$ cat src/hdl/i2cdws_pkg.sv
package i2cdws_pkg;

   localparam logic [0:0] ACT_BEGIN  = 1'b0;
   localparam logic [0:0] ACT_STATUS = 1'b1;

   localparam logic [2:0] ST_START     = 3'd0;
   localparam logic [2:0] ST_REP_START = 3'd1;
   localparam logic [2:0] ST_ADDR_ACK  = 3'd2;
   localparam logic [2:0] ST_ADDR_NACK = 3'd3;
   localparam logic [2:0] ST_DATA_ACK  = 3'd4;
   localparam logic [2:0] ST_ARB_LOST  = 3'd5;
   localparam logic [2:0] ST_OTHER     = 3'd6;

   localparam logic [1:0] CMD_NONE  = 2'd0;
   localparam logic [1:0] CMD_START = 2'd1;
   localparam logic [1:0] CMD_SEND  = 2'd2;
   localparam logic [1:0] CMD_STOP  = 2'd3;

   localparam logic [7:0] CTRL_EEPROM = 8'h60;
   localparam logic [7:0] CTRL_DAC    = 8'h40;

   localparam logic [7:0] TRY_LIMIT_RESET = 8'd3;

   typedef struct packed {
      logic [0:0]  action;
      logic [7:0]  dev_address;
      logic [15:0] dac_value;
      logic [0:0]  eeprom_too;
      logic [2:0]  bus_status;
   } req_type;

   typedef struct packed {
      logic [1:0] bus_command;
      logic [7:0] tx_byte;
      logic [0:0] done_res;
      logic [0:0] success;
   } rsp_type;

endpackage

$ cat src/hdl/i2cdws_fsm.sv
module i2cdws_fsm (
   input  logic              clock,
   input  logic              reset,
   input  logic              step_en,
   input  i2cdws_pkg::req_type item,
   input  logic [7:0]        try_limit,
   output i2cdws_pkg::rsp_type result
);
   import i2cdws_pkg::*;

   typedef enum logic [3:0] {
      PH_IDLE  = 4'd0,
      PH_START = 4'd1,
      PH_ADDR  = 4'd2,
      PH_CTRL1 = 4'd3,
      PH_LO1   = 4'd4,
      PH_HI1   = 4'd5,
      PH_CTRL2 = 4'd6,
      PH_LO2   = 4'd7,
      PH_HI2   = 4'd8
   } phase_type;

   phase_type   phase_ff, phase_in;
   logic [7:0]  attempts_ff, attempts_in;
   logic [7:0]  address_ff, address_in;
   logic [15:0] value_ff, value_in;
   logic        eeprom_ff, eeprom_in;
   logic [7:0]  att_base;
   logic        start_due;
   logic [7:0]  ctrl_byte;

   assign ctrl_byte = eeprom_ff ? CTRL_EEPROM : CTRL_DAC;

   always_comb begin
      phase_in    = phase_ff;
      attempts_in = attempts_ff;
      address_in  = address_ff;
      value_in    = value_ff;
      eeprom_in   = eeprom_ff;
      att_base    = attempts_ff;
      start_due   = 1'b0;
      result      = '0;
      if (item.action == ACT_BEGIN) begin
         address_in  = item.dev_address;
         value_in    = item.dac_value;
         eeprom_in   = item.eeprom_too;
         att_base    = '0;
         attempts_in = '0;
         start_due   = 1'b1;
      end else begin
         unique case (phase_ff)
            PH_START: begin
               if (item.bus_status == ST_ARB_LOST) begin
                  start_due = 1'b1;
               end else if (item.bus_status == ST_START ||
                            item.bus_status == ST_REP_START) begin
                  phase_in           = PH_ADDR;
                  result.bus_command = CMD_SEND;
                  result.tx_byte     = address_ff;
               end else begin
                  phase_in           = PH_IDLE;
                  result.bus_command = CMD_STOP;
                  result.done_res    = 1'b1;
               end
            end
            PH_ADDR: begin
               if (item.bus_status == ST_ADDR_NACK || item.bus_status == ST_ARB_LOST) begin
                  start_due = 1'b1;
               end else if (item.bus_status == ST_ADDR_ACK) begin
                  phase_in           = PH_CTRL1;
                  result.bus_command = CMD_SEND;
                  result.tx_byte     = ctrl_byte;
               end else begin
                  phase_in           = PH_IDLE;
                  result.bus_command = CMD_STOP;
                  result.done_res    = 1'b1;
               end
            end
            PH_CTRL1, PH_LO1, PH_HI1, PH_CTRL2, PH_LO2, PH_HI2: begin
               if (item.bus_status != ST_DATA_ACK) begin
                  phase_in           = PH_IDLE;
                  result.bus_command = CMD_STOP;
                  result.done_res    = 1'b1;
               end else if (phase_ff == PH_HI2) begin
                  phase_in           = PH_IDLE;
                  result.bus_command = CMD_STOP;
                  result.done_res    = 1'b1;
                  result.success     = 1'b1;
               end else begin
                  result.bus_command = CMD_SEND;
                  unique case (phase_ff)
                     PH_CTRL1: begin
                        phase_in       = PH_LO1;
                        result.tx_byte = value_ff[7:0];
                     end
                     PH_LO1: begin
                        phase_in       = PH_HI1;
                        result.tx_byte = value_ff[15:8];
                     end
                     PH_HI1: begin
                        phase_in       = PH_CTRL2;
                        result.tx_byte = ctrl_byte;
                     end
                     PH_CTRL2: begin
                        phase_in       = PH_LO2;
                        result.tx_byte = value_ff[7:0];
                     end
                     default: begin
                        phase_in       = PH_HI2;
                        result.tx_byte = value_ff[15:8];
                     end
                  endcase
               end
            end
            default: begin
               phase_in = PH_IDLE;
            end
         endcase
      end
      if (start_due) begin
         if (att_base >= try_limit) begin
            phase_in           = PH_IDLE;
            result.bus_command = CMD_NONE;
            result.done_res    = 1'b1;
         end else begin
            attempts_in        = att_base + 8'd1;
            phase_in           = PH_START;
            result.bus_command = CMD_START;
         end
      end
   end

   always_ff @(posedge clock) begin
      if (reset) begin
         phase_ff    <= PH_IDLE;
         attempts_ff <= '0;
         address_ff  <= '0;
         value_ff    <= '0;
         eeprom_ff   <= 1'b0;
      end else if (step_en) begin
         phase_ff    <= phase_in;
         attempts_ff <= attempts_in;
         address_ff  <= address_in;
         value_ff    <= value_in;
         eeprom_ff   <= eeprom_in;
      end
   end

endmodule

$ cat src/hdl/i2c_dac_write_sequencer.sv
// Sequencer for one I2C master write to a DAC, driven beat by beat.
// The request channel (req_valid, req_stall, req_data) carries either a begin
// beat, which latches the address byte, the 16-bit value and the EEPROM flag,
// or a status beat that reports what the bus engine saw.
// Every request beat produces exactly one response beat on rsp_valid, rsp_stall
// and rsp_data: the next bus command, the byte to send, and the end flags.
// The csr_wr_en and csr_wr_data port writes the retry limit; write it only
// while no transaction beat is in flight.
// A request beat passes through one input register, then the phase logic
// feeding the response register, before its response can be taken.
// One beat per cycle unless rsp_stall holds; the phase and attempt registers
// update in the same cycle as the response register, so beats chain freely.
// When the receiver stalls, the response holds and one more request is held in
// the input register; after that req_stall rises.
// Synchronous reset empties both registers, returns to idle with no attempts
// used, and sets the retry limit to three.
module i2c_dac_write_sequencer (
   input  logic                clock,
   input  logic                reset,
   input  logic                req_valid,
   output logic                req_stall,
   input  i2cdws_pkg::req_type req_data,
   output logic                rsp_valid,
   input  logic                rsp_stall,
   output i2cdws_pkg::rsp_type rsp_data,
   input  logic                csr_wr_en,
   input  logic [7:0]          csr_wr_data
);
   import i2cdws_pkg::*;

   logic    in_valid_ff;
   req_type in_data_ff;
   logic    out_valid_ff;
   rsp_type out_data_ff;
   logic [7:0] try_limit_ff;
   logic    advance;
   logic    step_en;
   rsp_type step_result;

   assign advance   = !out_valid_ff || !rsp_stall;
   assign req_stall = in_valid_ff && !advance;
   assign step_en   = in_valid_ff && advance;
   assign rsp_valid = out_valid_ff;
   assign rsp_data  = out_data_ff;

   i2cdws_fsm u_fsm (
      .clock     (clock),
      .reset     (reset),
      .step_en   (step_en),
      .item      (in_data_ff),
      .try_limit (try_limit_ff),
      .result    (step_result)
   );

   always_ff @(posedge clock) begin
      if (reset) begin
         in_valid_ff  <= 1'b0;
         out_valid_ff <= 1'b0;
         try_limit_ff <= TRY_LIMIT_RESET;
      end else begin
         if (csr_wr_en) begin
            try_limit_ff <= csr_wr_data;
         end
         if (!req_stall) begin
            in_valid_ff <= req_valid;
            if (req_valid) begin
               in_data_ff <= req_data;
            end
         end
         if (advance) begin
            out_valid_ff <= in_valid_ff;
            if (in_valid_ff) begin
               out_data_ff <= step_result;
            end
         end
      end
   end

endmodule

$ cat config.mk
export PLATFORM = sky130hd
export DESIGN_NAME = i2c_dac_write_sequencer
export DESIGN_NICKNAME = d
export VERILOG_FILES = /design/src/hdl/i2cdws_pkg.sv /design/src/hdl/i2cdws_fsm.sv /design/src/hdl/i2c_dac_write_sequencer.sv
export SDC_FILE = /design/constraint.sdc
export NUM_CORES = 1
export LEC_CHECK = 0
export BUFFER_PORTS_ARGS = -buffer_cell sky130_fd_sc_hd__buf_2
export CAP_MARGIN = 0
export CORE_MARGIN = 2
export CORE_UTILIZATION = 50
export CTS_CLUSTER_DIAMETER = 60
export DETAILED_ROUTE_END_ITERATION = 7
export GPL_ROUTABILITY_DRIVEN = 0
export PLACE_DENSITY = 0.71
export REMOVE_ABC_BUFFERS = 1
export SLEW_MARGIN = 5
export SYNTH_ARGS = -nofsm -noshare
export SYNTH_HDL_FRONTEND = slang
export SYNTH_SLANG_ARGS = --single-unit
export TNS_END_PERCENT = 1
$ cat constraint.sdc
create_clock -name clock -period 11.4 [get_ports clock]
set_input_delay 1.71 -clock clock [delete_from_list [all_inputs] [get_ports clock]]
set_output_delay 1.71 -clock clock [all_outputs]
set_load 0.02 [all_outputs]
==> results of run 1 <==
## synth_stat cells, drive strengths merged (5+ instances only)
| cell | n | area, sq um |
|---|---|---|
| nor2 | 20 | 75.1 |
| and2 | 7 | 43.8 |
| o21a | 8 | 60.1 |
| inv | 15 | 56.3 |
| mux2i | 13 | 130 |
| buf | 9 | 46.3 |
| edfxtp | 41 | 1230 |
| a21oi | 42 | 214 |
| clkbuf | 15 | 56.3 |
| dfxtp | 47 | 941 |
| o21ai | 13 | 65.1 |
| o221ai | 7 | 61.3 |
| ha | 9 | 113 |
| nand2b | 5 | 31.3 |
| nand2 | 88 | 330 |
## placed cells by master, fill, tap and decap left out, types with 3 or more instances in the layout
master and n:
sky130_fd_sc_hd__and3_1 3, sky130_fd_sc_hd__o21ai_0 12, sky130_fd_sc_hd__dfxtp_1 47, sky130_fd_sc_hd__clkbuf_8 9, sky130_fd_sc_hd__and2_1 7, sky130_fd_sc_hd__edfxtp_1 41, sky130_fd_sc_hd__inv_1 15, sky130_fd_sc_hd__nor4b_1 3
sky130_fd_sc_hd__a21oi_1 41, sky130_fd_sc_hd__nand2b_1 5, sky130_fd_sc_hd__nor2_1 20, sky130_fd_sc_hd__nand2_1 88, sky130_fd_sc_hd__o221ai_1 7, sky130_fd_sc_hd__buf_2 55, sky130_fd_sc_hd__nor3b_1 3, sky130_fd_sc_hd__clkinvlp_4 3
sky130_fd_sc_hd__ha_1 9, sky130_fd_sc_hd__mux2i_1 13, sky130_fd_sc_hd__xor2_1 3, sky130_fd_sc_hd__o21a_1 8, sky130_fd_sc_hd__a2111oi_0 3
## how the worst min path moves through the flow
stage	start	endpoint	slack, ps
finish	u_fsm.address_ff[4]$_SDFFE_PP0P_	u_fsm.address_ff[4]$_SDFFE_PP0P_	460
global route	u_fsm.value_ff[13]$_SDFFE_PP0P_	u_fsm.value_ff[13]$_SDFFE_PP0P_	480
CTS	u_fsm.value_ff[13]$_SDFFE_PP0P_	u_fsm.value_ff[13]$_SDFFE_PP0P_	460
detailed placement	u_fsm.address_ff[4]$_SDFFE_PP0P_	u_fsm.address_ff[4]$_SDFFE_PP0P_	450
global placement	u_fsm.address_ff[0]$_SDFFE_PP0P_	u_fsm.address_ff[0]$_SDFFE_PP0P_	440
floorplan	u_fsm.value_ff[14]$_SDFFE_PP0P_	u_fsm.value_ff[14]$_SDFFE_PP0P_	430
## worst min-delay path: cells and delay by family (launching register included)
kind,cells,cell delay (ps)
flip-flops,1,320
AO/OA/AOI/OAI,1,50
AND/OR/NAND/NOR,1,50
## state kept, by name (all words and copies together) (netlist names), 4 cells and up
signal and cells:
u_fsm.attempts_ff 8, u_fsm.phase_ff 4, u_fsm.address_ff 8, in_data_ff 29, rsp_data 12, u_fsm.value_ff 16
try_limit_ff 8
## area by class of cell
type | instances | area [sq um] | area share [%]
inverters | 16 | 60.1 | 1.35
clock inverters | 7 | 103 | 2.30
multi-input cells | 268 | 1580 | 35.5
well taps | 102 | 128 | 2.86
flip-flops and latches | 88 | 2170 | 48.7
repair buffers | 57 | 290 | 6.51
clock buffers | 9 | 124 | 2.78
## power by group
| group | leakage (nW) | total, mW | internal, mW | switching, mW |
|---|---|---|---|---|
| logic | 0.781 | 0.0418 | 0.0163 | 0.0255 |
| registers | 0.758 | 0.349 | 0.342 | 0.00667 |
| clock network | 0.104 | 0.242 | 0.126 | 0.117 |
| total | 1.64 | 0.633 | 0.484 | 0.149 |
## kinds of logic (layout without fill, tap and decap cells)
family | Yosys count | in the layout | share of synthesized area (%)
AOI/OAI and AO/OA | 96 | 96 | 15.8
xor gates and xnor gates | 3 | 3 | 0.672
adders and majority gates | 9 | 9 | 2.88
buffers and inverters | 40 | 89 | 4.16
DFF | 88 | 88 | 55.5
muxes | 13 | 13 | 3.33
and+or+nand+nor | 147 | 147 | 17.6
## routing by layer
| metal | GRT usage (%) | vias to the layer above |
|---|---|---|
| li1 | - | 1494 |
| met1 | 26.1 | 1387 |
| met2 | 30.1 | 90 |
| met3 | 3.09 | 20 |
| met4 | 9.45 | 0 |
| met5 | 0 | - |
## through the flow
| stage | area [sq um] | hold WS, ps | setup WS, ps | std cells | power (mW) |
|---|---|---|---|---|---|
| after CTS | 4460 | 460 | 7480 | 547 | 0.638 |
| after global routing | 4460 | 480 | 7420 | 547 | 0.659 |
| after global placement | 4230 | 443 | 7500 | 531 | 0.397 |
| after detailed placement | 4230 | 447 | 7460 | 531 | 0.398 |
| after floorplan | 3810 | 427 | 6760 | 372 | 0.379 |
| final | 4460 | 459 | 7470 | 547 | 0.633 |
==> Flow_metrics.wiki, run 1 <==
{| class="wikitable"
! Metric !! Value
|-
| Reg-to-reg setup timing slack || 8540 ps
|-
| Synth-to-Final Area Change || 14.0%
|-
| Final number of hold-violating endpoints || 0
|-
| Clock tree sinks || 88
|-
| Power density relative to cell area || 142 nW/um^2
|-
| Number of buffers and inverters on the critical path || 2
|-
| Slew at the pin closest to its max-slew limit || 1090 ps
|-
| Aggregate global routing overflow || 0
|-
| Number of storage elements in the synthesis netlist || 88
|-
| Number of unique standard cell types used by synthesis || 52
|-
| Overall die width || 92.4 um
|-
| Number of maximum-capacitance violations || 0
|-
| Min-Delay Path Depth || 2
|-
| Later-pin clock latency in the skew report || 360 ps
|-
| Vertical extent of the die || 92.4 um
|-
| Startpoint kind of the worst setup timing path || primary input
|-
| Arrival time of the worst setup path || 2220 ps
|-
| Wire length on met1 || 3.44 mm
|-
| Clock-pin slew of the registers on the worst-case setup and hold paths || 90 ps
|-
| DP Wirelength || 5.06 mm
|-
| Metal3 WL || 382 um
|-
| CTS hold repair buffers || 0
|-
| Vias in the first global route || 2,737
|-
| Tmin final || 3930 ps
|-
| Number of standard cells after synthesis || 396
|-
| Share of flip-flops with an asynchronous set or reset after synthesis || 0%
|-
| Number of rows in the core area || 32
|-
| Slowest stage cell, crit path || sky130_fd_sc_hd__and3_1
|-
| Routed met2 length || 3.63 mm
|-
| Dominant cell type by count on the critical path || sky130_fd_sc_hd__buf_2
|-
| Fraction of the yosys area taken by sequential cells || 55.5%
|-
| Worst hold-check path type || flop to flop
|-
| Buffer type at the clock tree root || sky130_fd_sc_hd__clkbuf_8
|-
| Total Routing Usage GR || 19.2%
|-
| Synthesized area per cell || 9.88 sq um
|-
| Number of top-level pins || 56
|-
| Layout Utilization || 58.3%
|-
| Number of enable flip-flop cells after synthesis || 41
|-
| Count of cell instances traversed by the critical path || 3
|-
| Nets@finish || 491
|-
| Source of the critical timing path || rsp_stall
|-
| Highest Clock Rate || 254 MHz
|-
| Number of buffers inserted by port buffering || 55
|-
| Post-route clock skew || 9.03 ps
|-
| Total negative slack for setup checks || 0 ps
|-
| Diode count || 0
|-
| Ys flop type || sky130_fd_sc_hd__dfxtp_1
|-
| Total standard cell area after synthesis || 3910 sq um
|-
| Depth of the worst register-to-register path || 7
|-
| Leakage power of the design || 1.64 nW
|-
| Number of buffers added by the clock tree synthesis step || 9
|-
| Final WL || 7.69 mm
|-
| Die area || 8550 sq um
|-
| Worst-path fanout max || 4
|-
| Floorplan core area || 7650 sq um
|-
| Endpoint of the most critical register-to-register path || u_fsm.attempts_ff[6]$_SDFFE_PP0P_
|-
| Reg2reg start || in_data_ff[28]$_DFFE_PP_
|-
| Highest layer used for signal routing || met4
|-
| DR vias/cell || 5.47
|-
| # fillers || 668
|-
| Endpoints failing setup || 0
|-
| Critical path type || primary input to primary output
|-
| Worst voltage drop across the vdd grid || 0.104 mV
|-
| Critical path's largest stage delay || 220 ps
|-
| Required time at the endpoint of the critical path || 9690 ps
|-
| DRT iter0 DRCs || 142
|-
| First drt pass iteration count || 4
|-
| Number of buffers added for setup after CTS || 0
|-
| Period utilization || 34.5%
|-
| Number of gates resized after CTS || 0
|-
| Cell type group with the largest total delay on the critical path || buffers and inverters
|-
| DRC errors left || 0
|-
| Initial cell density of the core || 51.1%
|-
| Type of element capturing the critical path || primary output
|-
| List of cells traversed by the critical path || buf_2 -> and3_1 -> buf_2
|-
| Count of final max-slew check failures || 0
|-
| Wire length of the first global-routing pass || 12.9 mm
|-
| Number of vias in the routed layout || 2,991
|-
| TritonCTS clock tree || built
|-
| Maximum clock path buffer count || 2
|-
| Proportion of layout cells with a drive suffix above 1 || 18.2%
|-
| Count of H-tree levels built during CTS || 3
|-
| Count of nets left with antenna violations after detail routing || 0
|-
| Antenna violations before repair || 0
|-
| Routed wirelength normalized by instance count || 14.1 um
|-
| Slew HR || 27.2%
|-
| Status || finished, final reports clean
|-
| Capture point of the worst path || req_stall
|-
| Number of synthesis warnings || 0
|-
| Pin count of the biggest net entering global routing || 46
|-
| Unrepaired setup endpoints after global routing || no
|}
No activity file was read; power rests on OpenSTA's default activity.
==> inputs of run 2 (changes only) <==
==> constraint.sdc (replaced) <==
create_clock -name clock -period 3.75 [get_ports clock]
set_input_delay 0.5625 -clock clock [delete_from_list [all_inputs] [get_ports clock]]
set_output_delay 0.5625 -clock clock [all_outputs]
set_load 0.02 [all_outputs]
==> run 2 against run 1 <==
Sequential share of layout area rose by 0.32 points. Clock skew decreased by 2.4 ps. Combinational power rose to 3.1 times the previous value. Highest routed layer unchanged. Cell count up 0.37%. Count of clock-buffer cells in the layout unchanged. Sequential power grew to 3.0 times the previous value. Wire length grew 1.9%.
==> Flow_metrics.wiki, run 2 (synthesized netlist as in run 1, its figures left out) <==
{| class="wikitable"
! Metric !! Value
|-
| DRT iter0 DRCs || 165 (+16%)
|-
| Later-pin clock latency in the skew report || 360 ps (about the same)
|-
| Most common library cell in the layout ignoring fill and taps || sky130_fd_sc_hd__nand2_1
|-
| Number of gates resized after CTS || 0 (unchanged)
|-
| Startpoint kind of the worst setup timing path || flop
|-
| Highest Clock Rate || 355 MHz
|-
| Count of final max-slew check failures || 0 (unchanged)
|-
| Diode count || 0 (unchanged)
|-
| Required time at the endpoint of the critical path || 4040 ps (-5650 ps)
|-
| Vertical extent of the die || 92.4 um (unchanged)
|-
| Routed wirelength normalized by instance count || 14.3 um (+1.5%)
|-
| Maximum clock path buffer count || 2 (unchanged)
|-
| DR vias/cell || 5.42 (-0.83%)
|-
| Antenna violations before repair || 0 (unchanged)
|-
| Worst hold-check path type || primary input to flop
|-
| List of cells traversed by the critical path || nand2_1 -> ha_1 -> nand2b_1 -> a2111o_1 -> a31o_1 -> or4_1 -> mux2i_1
|-
| Switching share of total power || 25.5% (+2.0 points)
|-
| Top library cells by usage in the layout, fill and taps aside || 88 x sky130_fd_sc_hd__nand2_1, 55 x sky130_fd_sc_hd__buf_2, 47 x sky130_fd_sc_hd__dfxtp_1
|-
| Clock-pin slew of the registers on the worst-case setup and hold paths || 90 ps (about the same)
|-
| Die area || 8550 sq um (unchanged)
|-
| CTS hold repair buffers || 0 (unchanged)
|-
| DP Wirelength || 5.33 mm (+5.3%)
|-
| Unrepaired setup endpoints after global routing || no
|-
| Final WL || 7.84 mm (+1.9%)
|-
| Proportion of layout cells with a drive suffix above 1 || 18.6% (+0.37 points)
|-
| Floorplan core area || 7650 sq um (unchanged)
|-
| Seq pwr share || 58.8% (+3.7 points)
|-
| Critical path's largest stage delay || 640 ps (+420 ps)
|-
| Area taken by multi-input logic gates || 1580 sq um (unchanged)
|-
| Combinational power share || 7.2% (+0.6 points)
|-
| Worst voltage drop across the vdd grid || 0.263 mV (+150%)
|-
| Total negative slack for setup checks || 0 ps (unchanged)
|-
| Net switching power || 0.460 mW (+210%)
|-
| Max reg flops || 29 (unchanged)
|-
| Total Routing Usage GR || 19.8% (+0.60 points)
|-
| Number of maximum-capacitance violations || 0 (unchanged)
|-
| Slew HR || 29.9% (+2.7 points)
|-
| Overall die width || 92.4 um (unchanged)
|-
| Count of H-tree levels built during CTS || 3 (unchanged)
|-
| Endpoints failing setup || 0 (unchanged)
|-
| Slew at the pin closest to its max-slew limit || 1050 ps (-40.6 ps)
|-
| Post-layout total power || 1.80 mW (+180%)
|-
| Number of buffers inserted by port buffering || 55 (unchanged)
|-
| Critical path type || flop to flop
|-
| Pin count of the biggest net entering global routing || 32 (-30%)
|-
| Number of buffers added for setup after CTS || 0 (unchanged)
|-
| Period utilization || 75.0%
|-
| Nets@finish || 493 (+0.41%)
|-
| Type of element capturing the critical path || flop
|-
| Cell type group with the largest total delay on the critical path || simple AND/OR/NAND/NOR gates
|-
| Number of rows in the core area || 32 (unchanged)
|-
| Leakage power of the design || 1.64 nW (about the same)
|-
| Final number of hold-violating endpoints || 0 (unchanged)
|-
| Number of vias in the routed layout || 2,977 (-0.47%)
|-
| Buffer type at the clock tree root || sky130_fd_sc_hd__clkbuf_8
|-
| Number of top-level pins || 56 (unchanged)
|-
| Number of buffers and inverters on the critical path || 0 (-2)
|-
| Slowest stage cell, crit path || sky130_fd_sc_hd__edfxtp_1
|-
| Number of buffers added by the clock tree synthesis step || 9 (unchanged)
|-
| Synth-to-Final Area Change || 13.2%
|-
| # fillers || 683 (+2.2%)
|-
| Vias in the first global route || 2,869 (+4.8%)
|-
| Aggregate global routing overflow || 0 (unchanged)
|-
| Portion of total power attributed to the clock network || 33.9% (-4.4 points)
|-
| Worst path setup slack after routing || 936 ps (-6530 ps)
|-
| First drt pass iteration count || 5 (+1)
|-
| Tmin final || 2810 ps
|-
| Internal Dissipation || 1.34 mW (+180%)
|-
| TritonCTS clock tree || built
|-
| Register ranked first by flip-flop count || in_data_ff
|-
| Sequential cell area || 2170 sq um (unchanged)
|-
| Arrival time of the worst setup path || 3110 ps (+890 ps)
|-
| Clock tree sinks || 88 (unchanged)
|-
| Initial cell density of the core || 51.1% (unchanged)
|-
| Hold slack final || 364 ps (-94.8 ps)
|-
| Pre-CTS setup slack || 964 ps (-6490 ps)
|-
| Power density relative to cell area || 407 nW/um^2 (+190%)
|-
| Post-route clock skew || 6.63 ps (-2.40 ps)
|-
| Count of nets left with antenna violations after detail routing || 0 (unchanged)
|-
| DRC errors left || 0 (unchanged)
|-
| Wire length of the first global-routing pass || 13.3 mm (+2.6%)
|-
| Status || finished, final reports clean
|-
| Worst-path fanout max || 17 (+13)
|}
-- run 2: path summary, 6_finish.rpt --
check | from | endpoint | slack (ps) | cells past startpoint
min | req_data[19] | in_data_ff[19]$_DFFE_PP_ | 360 | 1
max | in_data_ff[28]$_DFFE_PP_ | u_fsm.attempts_ff[6]$_SDFFE_PP0P_ | 940 | 7
max reg2reg | in_data_ff[28]$_DFFE_PP_ | u_fsm.attempts_ff[6]$_SDFFE_PP0P_ | 940 | 7
min reg2reg | u_fsm.value_ff[7]$_SDFFE_PP0P_ | u_fsm.value_ff[7]$_SDFFE_PP0P_ | 460 | 2
-- run 2: power groups by stage --
stage          Clock, mW  Sequential, mW  Combinational [mW]
4_1_cts            0.623            1.06               0.132
3_5_place_dp           0            1.08               0.131
6_report           0.612            1.06               0.130
5_1_grt            0.665            1.07               0.148
2_1_floorplan          0            1.08              0.0678
3_3_place_gp           0            1.08               0.127
-- run 2: routing by layer --
layer	track usage, %	vias to the layer above	wire [um]
met4	10.3	0	225
met1	24.8	1363	3350
met3	3.50	16	423
li1	-	1502	-
met2	33.0	96	3840
met5	0	-	0
-- run 2: area by class of cell --
| cell class | count | share of cell area [%] |
|---|---|---|
| Clock inverter | 7 | 1.33 |
| Inverter | 16 | 1.36 |
| Tap cell | 102 | 2.88 |
| Sequential cell | 88 | 49.0 |
| Multi-Input combinational cell | 268 | 35.7 |
| Clock buffer | 9 | 2.80 |
| Timing Repair Buffer | 59 | 6.89 |
-- run 2: worst register-to-register path, cell delays in order (launching register included) --
cell and delay [ps]:
sky130_fd_sc_hd__edfxtp_1 640, sky130_fd_sc_hd__nand2_1 140, sky130_fd_sc_hd__ha_1 280, sky130_fd_sc_hd__nand2b_1 150, sky130_fd_sc_hd__a2111o_1 430, sky130_fd_sc_hd__a31o_1 380, sky130_fd_sc_hd__or4_1 550, sky130_fd_sc_hd__mux2i_1 180
-- run 2: through the flow --
step	util [%]	instance area [sq um]	cells
CTS	57.9	4430	549
global route	57.9	4430	549
detailed placement	55.5	4250	533
finish	57.9	4430	549
global placement	55.5	4250	533
floorplan	-	3810	372
